`config.mk`:
```
export PLATFORM = sky130hd
export DESIGN_NAME = email_address_syntax_check
export DESIGN_NICKNAME = d
export VERILOG_FILES = /design/src/rtl/emchk_pkg.sv /design/src/rtl/email_address_syntax_check.sv /design/src/rtl/emchk_classify.sv /design/src/rtl/emchk_scan.sv
export SDC_FILE = /design/constraint.sdc
export NUM_CORES = 1
export LEC_CHECK = 0
export BUFFER_PORTS_ARGS = -buffer_cell sky130_fd_sc_hd__buf_2
export CELL_PAD_IN_SITES_DETAIL_PLACEMENT = 1
export CELL_PAD_IN_SITES_GLOBAL_PLACEMENT = 1
export CORE_UTILIZATION = 39
export CTS_CLUSTER_DIAMETER = 30
export DETAILED_ROUTE_END_ITERATION = 7
export GPL_ROUTABILITY_DRIVEN = 0
export PLACE_DENSITY_LB_ADDON = 0.1
export SLEW_MARGIN = 20
export SYNTH_ARGS = -nofsm -noshare
export SYNTH_HDL_FRONTEND = slang
export SYNTH_HIERARCHICAL = 1
export SYNTH_SLANG_ARGS = --single-unit
export TNS_END_PERCENT = 30
```
`constraint.sdc`:
```
create_clock -name clock -period 3.2 [get_ports clock]
set_input_delay 0.96 -clock clock [delete_from_list [all_inputs] [get_ports clock]]
set_output_delay 0.96 -clock clock [all_outputs]
set_load 0.03 [all_outputs]
```
`src/rtl/emchk_pkg.sv`:
```
// Package: shared types and constants of the e-mail address syntax checker.
`timescale 1ns / 1ps

package emchk_pkg;

   localparam int unsigned LOCAL_MAX_W = 7;

   localparam logic [LOCAL_MAX_W-1:0] LOCAL_MAX_RESET = 7'd64;

   localparam logic [7:0] CHAR_AT     = 8'h40;
   localparam logic [7:0] CHAR_DOT    = 8'h2E;
   localparam logic [7:0] CHAR_PLUS   = 8'h2B;
   localparam logic [7:0] CHAR_UNDER  = 8'h5F;
   localparam logic [7:0] CHAR_HYPHEN = 8'h2D;
   localparam logic [7:0] CHAR_SPACE  = 8'h20;
   localparam logic [7:0] CHAR_TAB    = 8'h09;
   localparam logic [7:0] CHAR_CR     = 8'h0D;

   typedef enum logic [1:0] {
      OUTCOME_BLANK   = 2'd0,
      OUTCOME_VALID   = 2'd1,
      OUTCOME_INVALID = 2'd2
   } outcome_type;

   // Character classes of one byte.
   typedef struct packed {
      logic ws;
      logic alnum;
      logic at;
      logic dot;
      logic hyphen;
      logic local_sym;
   } byte_class_type;

endpackage

```
`src/rtl/email_address_syntax_check.sv`:
```
// Top level: e-mail address syntax checker with input, result and limit registers.
//
//  Channel | Direction | Handshake             | Payload
//  --------+-----------+-----------------------+---------------------------------------
//  req     | in        | req_tvalid/req_tready | tdata: data_byte; tuser: has_byte; tlast
//  rsp     | out       | rsp_tvalid/rsp_tready | tdata: outcome in [1:0], zeros above
//  csr     | in        | csr_valid/csr_ready   | csr_data: local_max
//
// One item a cycle is accepted; an item passes the input register, the scanner logic and,
// if it is the last of a value, the result register, from which its result is offered. A
// stalled result stops the input register only when that register holds a last item; other
// items keep flowing. Synchronous reset clears all control state and sets local_max to 64;
// no clearing pass is needed.
`timescale 1ns / 1ps

module email_address_syntax_check (
   input  logic                                  clock,
   input  logic                                  reset,
   input  logic                                  req_tvalid,
   output logic                                  req_tready,
   input  logic [7:0]                            req_tdata,   // [7:0] data_byte
   input  logic                                  req_tuser,   // [0] has_byte
   input  logic                                  req_tlast,
   output logic                                  rsp_tvalid,
   input  logic                                  rsp_tready,
   output logic [7:0]                            rsp_tdata,   // [1:0] outcome, [7:2] zero
   input  logic                                  csr_valid,
   output logic                                  csr_ready,
   input  logic [emchk_pkg::LOCAL_MAX_W-1:0]     csr_data
);
   import emchk_pkg::*;

   logic                   in_valid_ff;
   logic [7:0]             in_byte_ff;
   logic                   in_has_ff;
   logic                   in_last_ff;
   logic [LOCAL_MAX_W-1:0] local_max_ff;
   logic                   rsp_valid_ff;
   logic                   rsp_valid_in;
   outcome_type            rsp_outcome_ff;

   logic                   step;
   byte_class_type         byte_class;
   outcome_type            outcome;

   // Only a last item needs room in the result register.
   assign step       = in_valid_ff && (!in_last_ff || !rsp_valid_ff || rsp_tready);
   assign req_tready = !in_valid_ff || step;
   assign csr_ready  = 1'b1;

   assign rsp_valid_in = (step && in_last_ff) || (rsp_valid_ff && !rsp_tready);

   always_ff @(posedge clock) begin
      if (reset) begin
         in_valid_ff  <= 1'b0;
         rsp_valid_ff <= 1'b0;
         local_max_ff <= LOCAL_MAX_RESET;
      end else begin
         if (req_tready) begin
            in_valid_ff <= req_tvalid;
         end
         rsp_valid_ff <= rsp_valid_in;
         if (csr_valid) begin
            local_max_ff <= csr_data;
         end
      end
   end

   always_ff @(posedge clock) begin
      if (req_tready && req_tvalid) begin
         in_byte_ff <= req_tdata;
         in_has_ff  <= req_tuser;
         in_last_ff <= req_tlast;
      end
      if (step && in_last_ff) begin
         rsp_outcome_ff <= outcome;
      end
   end

   emchk_classify u_classify (
      .data_byte  (in_byte_ff),
      .byte_class (byte_class)
   );

   emchk_scan u_scan (
      .clock      (clock),
      .reset      (reset),
      .step       (step),
      .byte_class (byte_class),
      .has_byte   (in_has_ff),
      .last       (in_last_ff),
      .local_max  (local_max_ff),
      .outcome    (outcome)
   );

   assign rsp_tvalid = rsp_valid_ff;
   assign rsp_tdata  = {6'b000000, rsp_outcome_ff};

   // A last item that leaves the input register always lands in the result register.
   a_last_lands: assert property (@(posedge clock) disable iff (reset)
      (step && in_last_ff) |=> rsp_valid_ff)
      else $error("last item produced no result");

   // A held result may only be overwritten once it has been taken.
   a_no_overwrite: assert property (@(posedge clock) disable iff (reset)
      (rsp_valid_ff && !rsp_tready) |-> !(step && in_last_ff))
      else $error("pending result overwritten");

   a_reset_idle: assert property (@(posedge clock)
      reset |=> (!rsp_valid_ff && !in_valid_ff))
      else $error("valid flags set after reset");

endmodule

```
`src/rtl/emchk_classify.sv`:
```
// Byte classifier: sorts one byte into the character classes used by the checker.
`timescale 1ns / 1ps

module emchk_classify (
   input  logic [7:0]                data_byte,
   output emchk_pkg::byte_class_type byte_class
);
   import emchk_pkg::*;

   logic is_lower;
   logic is_upper;
   logic is_digit;

   assign is_lower = (data_byte >= 8'h61) && (data_byte <= 8'h7A);
   assign is_upper = (data_byte >= 8'h41) && (data_byte <= 8'h5A);
   assign is_digit = (data_byte >= 8'h30) && (data_byte <= 8'h39);

   always_comb begin
      byte_class.ws        = (data_byte == CHAR_SPACE) ||
                             ((data_byte >= CHAR_TAB) && (data_byte <= CHAR_CR));
      byte_class.alnum     = is_lower || is_upper || is_digit;
      byte_class.at        = (data_byte == CHAR_AT);
      byte_class.dot       = (data_byte == CHAR_DOT);
      byte_class.hyphen    = (data_byte == CHAR_HYPHEN);
      byte_class.local_sym = (data_byte == CHAR_UNDER) || (data_byte == CHAR_PLUS) ||
                             (data_byte == CHAR_HYPHEN);
   end

endmodule

```
`src/rtl/emchk_scan.sv`:
```
// Syntax scanner: holds the per-value state and works out the outcome on the last item.
`timescale 1ns / 1ps

module emchk_scan (
   input  logic                                   clock,
   input  logic                                   reset,
   input  logic                                   step,
   input  emchk_pkg::byte_class_type              byte_class,
   input  logic                                   has_byte,
   input  logic                                   last,
   input  logic [emchk_pkg::LOCAL_MAX_W-1:0]      local_max,
   output emchk_pkg::outcome_type                 outcome
);
   import emchk_pkg::*;

   typedef enum logic [1:0] {
      PH_LEAD,
      PH_LOCAL,
      PH_DOMAIN
   } phase_type;

   typedef struct packed {
      phase_type              phase;
      logic                   space_pending;
      logic [LOCAL_MAX_W-1:0] local_count;
      logic                   domain_nonempty;
      logic                   prev_was_dot;
      logic                   domain_dotted;
      logic                   bad_seen;
   } scan_state_type;

   localparam scan_state_type STATE_CLEAR = '{
      phase:           PH_LEAD,
      space_pending:   1'b0,
      local_count:     '0,
      domain_nonempty: 1'b0,
      prev_was_dot:    1'b0,
      domain_dotted:   1'b0,
      bad_seen:        1'b0
   };

   scan_state_type state_ff;
   scan_state_type state_upd;
   scan_state_type state_in;

   always_comb begin
      state_upd = state_ff;
      if (has_byte) begin
         if (byte_class.ws) begin
            if (state_ff.phase != PH_LEAD) begin
               state_upd.space_pending = 1'b1;
            end
         end else begin
            // Content after trailing whitespace spoils the value.
            if (state_ff.space_pending) begin
               state_upd.bad_seen = 1'b1;
            end
            unique case (state_ff.phase) inside
               PH_LEAD, PH_LOCAL: begin
                  state_upd.phase = PH_LOCAL;
                  if (byte_class.at) begin
                     if (state_ff.local_count == '0) begin
                        state_upd.bad_seen = 1'b1;
                     end
                     state_upd.phase = PH_DOMAIN;
                  end else begin
                     if (!(byte_class.alnum || byte_class.dot || byte_class.local_sym)) begin
                        state_upd.bad_seen = 1'b1;
                     end
                     // The count saturates at the limit.
                     if (state_ff.local_count >= local_max) begin
                        state_upd.bad_seen = 1'b1;
                     end else begin
                        state_upd.local_count = state_ff.local_count + LOCAL_MAX_W'(1);
                     end
                  end
               end
               PH_DOMAIN: begin
                  if (byte_class.dot) begin
                     if (!state_ff.domain_nonempty || state_ff.prev_was_dot) begin
                        state_upd.bad_seen = 1'b1;
                     end
                     state_upd.domain_dotted = 1'b1;
                     state_upd.prev_was_dot  = 1'b1;
                  end else begin
                     if (!(byte_class.alnum || byte_class.hyphen)) begin
                        state_upd.bad_seen = 1'b1;
                     end
                     state_upd.prev_was_dot = 1'b0;
                  end
                  state_upd.domain_nonempty = 1'b1;
               end
               default: begin
                  state_upd = state_ff;
               end
            endcase
         end
      end
   end

   always_comb begin
      if (state_upd.phase == PH_LEAD) begin
         outcome = OUTCOME_BLANK;
      end else if (!state_upd.bad_seen && (state_upd.phase == PH_DOMAIN) &&
                   state_upd.domain_nonempty && state_upd.domain_dotted &&
                   !state_upd.prev_was_dot && (state_upd.local_count != '0)) begin
         outcome = OUTCOME_VALID;
      end else begin
         outcome = OUTCOME_INVALID;
      end
   end

   assign state_in = last ? STATE_CLEAR : state_upd;

   always_ff @(posedge clock) begin
      if (reset) begin
         state_ff <= STATE_CLEAR;
      end else if (step) begin
         state_ff <= state_in;
      end
   end

   // Nothing is recorded while only leading whitespace has been seen.
   a_lead_clean: assert property (@(posedge clock) disable iff (reset)
      (state_ff.phase == PH_LEAD) |->
         (!state_ff.space_pending && !state_ff.bad_seen &&
          (state_ff.local_count == '0)))
      else $error("leading phase holds stale value state");

   // Domain flags stay clear until the at sign has been passed.
   a_domain_flags: assert property (@(posedge clock) disable iff (reset)
      (state_ff.phase != PH_DOMAIN) |->
         (!state_ff.domain_nonempty && !state_ff.domain_dotted && !state_ff.prev_was_dot))
      else $error("domain flags set outside the domain part");

   a_dot_order: assert property (@(posedge clock) disable iff (reset)
      state_ff.prev_was_dot |-> (state_ff.domain_dotted && state_ff.domain_nonempty))
      else $error("previous dot flagged without a dot in the domain");

   // A last item returns the scanner to the start of a value.
   a_clear_on_last: assert property (@(posedge clock) disable iff (reset)
      (step && last) |=> (state_ff == STATE_CLEAR))
      else $error("state not cleared after the last item");

endmodule

```
==> flow_summary.json <==
{
  "ctsHtreeMaxLevel": 2,
  "first_global_vias": 1682,
  "dp_slack_ns": 0.113,
  "tightest_slew_ns": 0.537,
  "detailedRoute.firstIterationViolations": 94,
  "worst_skew_pair.late_latency_ns": 0.29,
  "min_path_cells": 2,
  "die_h_um": 74.8,
  "die-area_sq_um": 5600,
  "final.period_utilization": 0.949,
  "netlist_instances": 225,
  "multi_input_area_sq_um": 1120,
  "max-clock-path-buffers": 2,
  "drt_via_density": 5.33,
  "slew_viol_final": 0,
  "timing.hold.worst_endpoint": "u_scan/state_ff[1]",
  "min_path_type": "reg2reg",
  "critical_path.max_stage_delay_ns": 0.53,
  "timing.critical_path.max_delay_family": "compound AO/OA/AOI/OAI gates",
  "synth_flop_cell": "sky130_fd_sc_hd__dfxtp_1",
  "crit_path_max_fanout": 5,
  "totalNegativeSetupSlack_ns": 0,
  "max-vdd-ir-drop_mv": 0.210,
  "finish.net_count": 284,
  "wirelength_um": 4980,
  "syn-cell-area_sq_um": 2070,
  "cts_tree": "done",
  "min_from": "u_scan/state_ff[1]",
  "finalHoldWorstSlack_ns": 0.490,
  "crit_path_top_delay_cell": "sky130_fd_sc_hd__or4b_1",
  "critPathKind": "reg2reg",
  "r2r_slack_ns": 0.16,
  "async_reset_ff_frac": 0,
  "dpl.cell_count": 316,
  "use_met1": 0.291,
  "fin_worst_skew_ns": 0.00370,
  "sequential_fraction_of_the_synthesis_area": 0.397,
  "postSynthRegisterBits": 35,
  "max-slew-margin-rel": 0.642,
  "fin_cells": 324,
  "grt.busiest_layer": "met2",
  "holdBufCountCts": 0,
  "yosys_warnings": 6,
  "io_buffers": 25,
  "status": "finished, final reports clean",
  "syn2layout_area_growth_pct": 14.1,
  "synth_largest_type_area_fraction": 0.222,
  "register_area_sq_um": 821,
  "critical_path_cell_by_cell": "or4b_1 -> a21o_1 -> a2111oi_4 -> nand2b_4 -> nand2b_4 -> a2111o_1 -> mux2i_1 -> o31ai_1 -> a311oi_2 -> a21oi_1",
  "post_dp_hpwl_um": 3770,
  "numClockSinks": 35,
  "critical_path.n_buffers_inverters": 0,
  "placement_rows": 26,
  "route.antenna.remaining_nets": 0,
  "p_comb_frac": 0.117,
  "static-leakage-power_nw": 0.945,
  "critical_path.reg2reg.startpoint": "in_byte_ff[3]",
  "seq_power_share": 0.526,
  "die_x_um": 74.8,
  "timing.final.crit_period_ns": 3.04,
  "crit_arrival_ns": 3.07,
  "timing.final.hold_violations": 0,
  "numCtsBuffers": 5,
  "insertedDiodeCount": 0,
  "worst-endpoint-required_ns": 3.23,
  "clock_tree.root_cell": "sky130_fd_sc_hd__clkbuf_8",
  "power_frac_clock": 0.358,
  "report.final.setup_viol": 0,
  "overall_via_count_from_detail_route": 1727,
  "max_cap_violations": 0,
  "cellInternalPower_mw": 0.693,
  "rr_endpoint": "rsp_outcome_ff[1]",
  "setup_repair_after_global_routing_missed_its_margin": "no",
  "ys_top_cells_by_count": "26 x sky130_fd_sc_hd__nor2_1, 23 x sky130_fd_sc_hd__dfxtp_1, 17 x sky130_fd_sc_hd__a21oi_1, 16 x sky130_fd_sc_hd__inv_1, 12 x sky130_fd_sc_hd__edfxtp_1",
  "grt_antenna_before_repair": 0,
  "critical_path_cell_count": 10,
  "grt_util_met3": 0.0348,
  "synth_largest_area_cell": "sky130_fd_sc_hd__dfxtp_1",
  "initial_core_util": 0.405,
  "grt_start_max_net_pins": 21,
  "synth_edf_count": 12,
  "maxClockFrequency_ghz": 0.329,
  "num_io_pins": 33,
  "track_usage": 0.200,
  "fin_total_pwr_mw": 0.942,
  "r2r.worst_path.cells": 10,
  "p_sw_mw": 0.248,
  "grt_use_met2": 0.294,
  "fin_ws_ns": 0.165,
  "power_density_nw_per_um2": 399,
  "ys_types": 59,
  "worst_setup_hold_path_clk_slew_ns": 0.07,
  "grt_first_pass_wirelength_um": 8230,
  "drt-wirelength-per-cell_um": 15.4,
  "drt-pass1-iter-count": 4,
  "avgSynthCellArea_sq_um": 9.20,
  "swShare": 0.264,
  "post-route-drc-count": 0,
  "critical_path_launch_point_type": "flip-flop",
  "most_repeated_cell_in_the_gate_level_netlist_after_synthesis": "sky130_fd_sc_hd__nor2_1",
  "post_route_cells_drive_above_1_share": 0.205,
  "grt-ovfl-total": 0,
  "synth_area_leaders": "sky130_fd_sc_hd__dfxtp_1 22%, sky130_fd_sc_hd__edfxtp_1 17%, sky130_fd_sc_hd__ha_1 5.4%, sky130_fd_sc_hd__nor2_1 4.7%, sky130_fd_sc_hd__a21oi_1 4.1%",
  "final.fill_count": 611,
  "crit_path_frequent_cell": "sky130_fd_sc_hd__nand2b_4",
  "design.core.area_sq_um": 5110,
  "crit_path_end_kind": "flip-flop"
}
-- layout make-up --
class                      count  share of cell area
timing repair buffer          32              0.0753
sequential                    35               0.348
multi-input combinational    163               0.476
inverter                      16              0.0254
clock buffer                   7              0.0366
tap                           70              0.0371
clock inverter                 1             0.00212
-- state kept, by name (all words and copies together), names as in the netlist --
signal           cells
in_byte_ff           8
in_has_ff            1
in_last_ff           1
in_valid_ff          1
local_max_ff         7
rsp_outcome_ff       2
rsp_tvalid           1
u_scan/state_ff     14
-- metal layers --
layer,up-vias,routed length [um]
li1,856,-
met1,825,2510
met2,39,2180
met3,7,209
met4,0,80
met5,-,0
-- worst min-delay path: cells and delay by family, from the launching register on --
family	cells	cell delay (ns)
AO/OA/AOI/OAI	1	0.05
AND/OR/NAND/NOR	1	0.07
flip-flops	1	0.34
-- repair_timing --
item                       CTS  global route
gates resized for setup      0             1
setup endpoints to repair    0             1
buffers inserted             0             0
-- kinds of logic (layout without fill, tap and decap cells) --
family / Yosys count / after routing / synth area share
simple gates: 79 / 79 / 0.227
compound gates: 58 / 58 / 0.193
flops: 35 / 35 / 0.397
buf+inv: 32 / 56 / 0.0786
fa+ha+maj: 9 / 9 / 0.0544
mux: 8 / 8 / 0.0387
other cells: 2 / 7 / 0.00363
xor+xnor: 2 / 2 / 0.00847
-- power by group through the flow --
stage               sequential [mW]  clock [mW]  combinational (mW)
floorplan                     0.500           0              0.0824
global placement              0.504           0               0.109
detailed placement            0.504           0               0.110
CTS                           0.494       0.347               0.110
global route                  0.498       0.359               0.124
finish                        0.495       0.337               0.110
-- placed cells by master (no fill, tap or decap), types with 2 or more instances in the layout --
cell / instances
sky130_fd_sc_hd__nor2_1: 26
sky130_fd_sc_hd__buf_2: 25
sky130_fd_sc_hd__dfxtp_1: 23
sky130_fd_sc_hd__a21oi_1: 17
sky130_fd_sc_hd__inv_1: 16
sky130_fd_sc_hd__edfxtp_1: 12
sky130_fd_sc_hd__nand2_1: 10
sky130_fd_sc_hd__o21ai_0: 9
sky130_fd_sc_hd__ha_1: 9
sky130_fd_sc_hd__mux2i_1: 8
sky130_fd_sc_hd__conb_1: 7
sky130_fd_sc_hd__buf_4: 7
sky130_fd_sc_hd__clkbuf_8: 6
sky130_fd_sc_hd__nor3_1: 6
sky130_fd_sc_hd__nand2b_1: 4
sky130_fd_sc_hd__a211oi_1: 4
sky130_fd_sc_hd__nor2b_1: 3
sky130_fd_sc_hd__nand3_1: 3
sky130_fd_sc_hd__and3_1: 3
sky130_fd_sc_hd__o2111ai_1: 3
sky130_fd_sc_hd__and2_1: 2
sky130_fd_sc_hd__o211ai_1: 2
sky130_fd_sc_hd__a21o_1: 2
sky130_fd_sc_hd__nor4b_1: 2
sky130_fd_sc_hd__nand4b_1: 2
sky130_fd_sc_hd__o21ai_1: 2
sky130_fd_sc_hd__nand2b_4: 2
sky130_fd_sc_hd__nand4_1: 2
sky130_fd_sc_hd__xor2_1: 2
sky130_fd_sc_hd__a22oi_1: 2
sky130_fd_sc_hd__a32oi_1: 2
sky130_fd_sc_hd__a31oi_1: 2
-- per-stage QoR --
step	instance area, sq um	util
floorplan	2090	-
global placement	2260	0.442
detailed placement	2260	0.442
CTS	2350	0.460
global route	2360	0.462
finish	2360	0.462
-- how the worst max path moves through the flow --
stage,from,to,slack [ns]
final,in_byte_ff[3],rsp_outcome_ff[1],0.16
after global routing,in_byte_ff[3],rsp_outcome_ff[1],0.01
after CTS,in_byte_ff[3],rsp_outcome_ff[1],0.11
after detailed placement,in_byte_ff[3],rsp_outcome_ff[1],0.11
after global placement,in_byte_ff[3],rsp_outcome_ff[1],0.26
after floorplan,in_byte_ff[1],rsp_outcome_ff[1],0.28
Note: power is estimated with default switching activity, not from simulation.
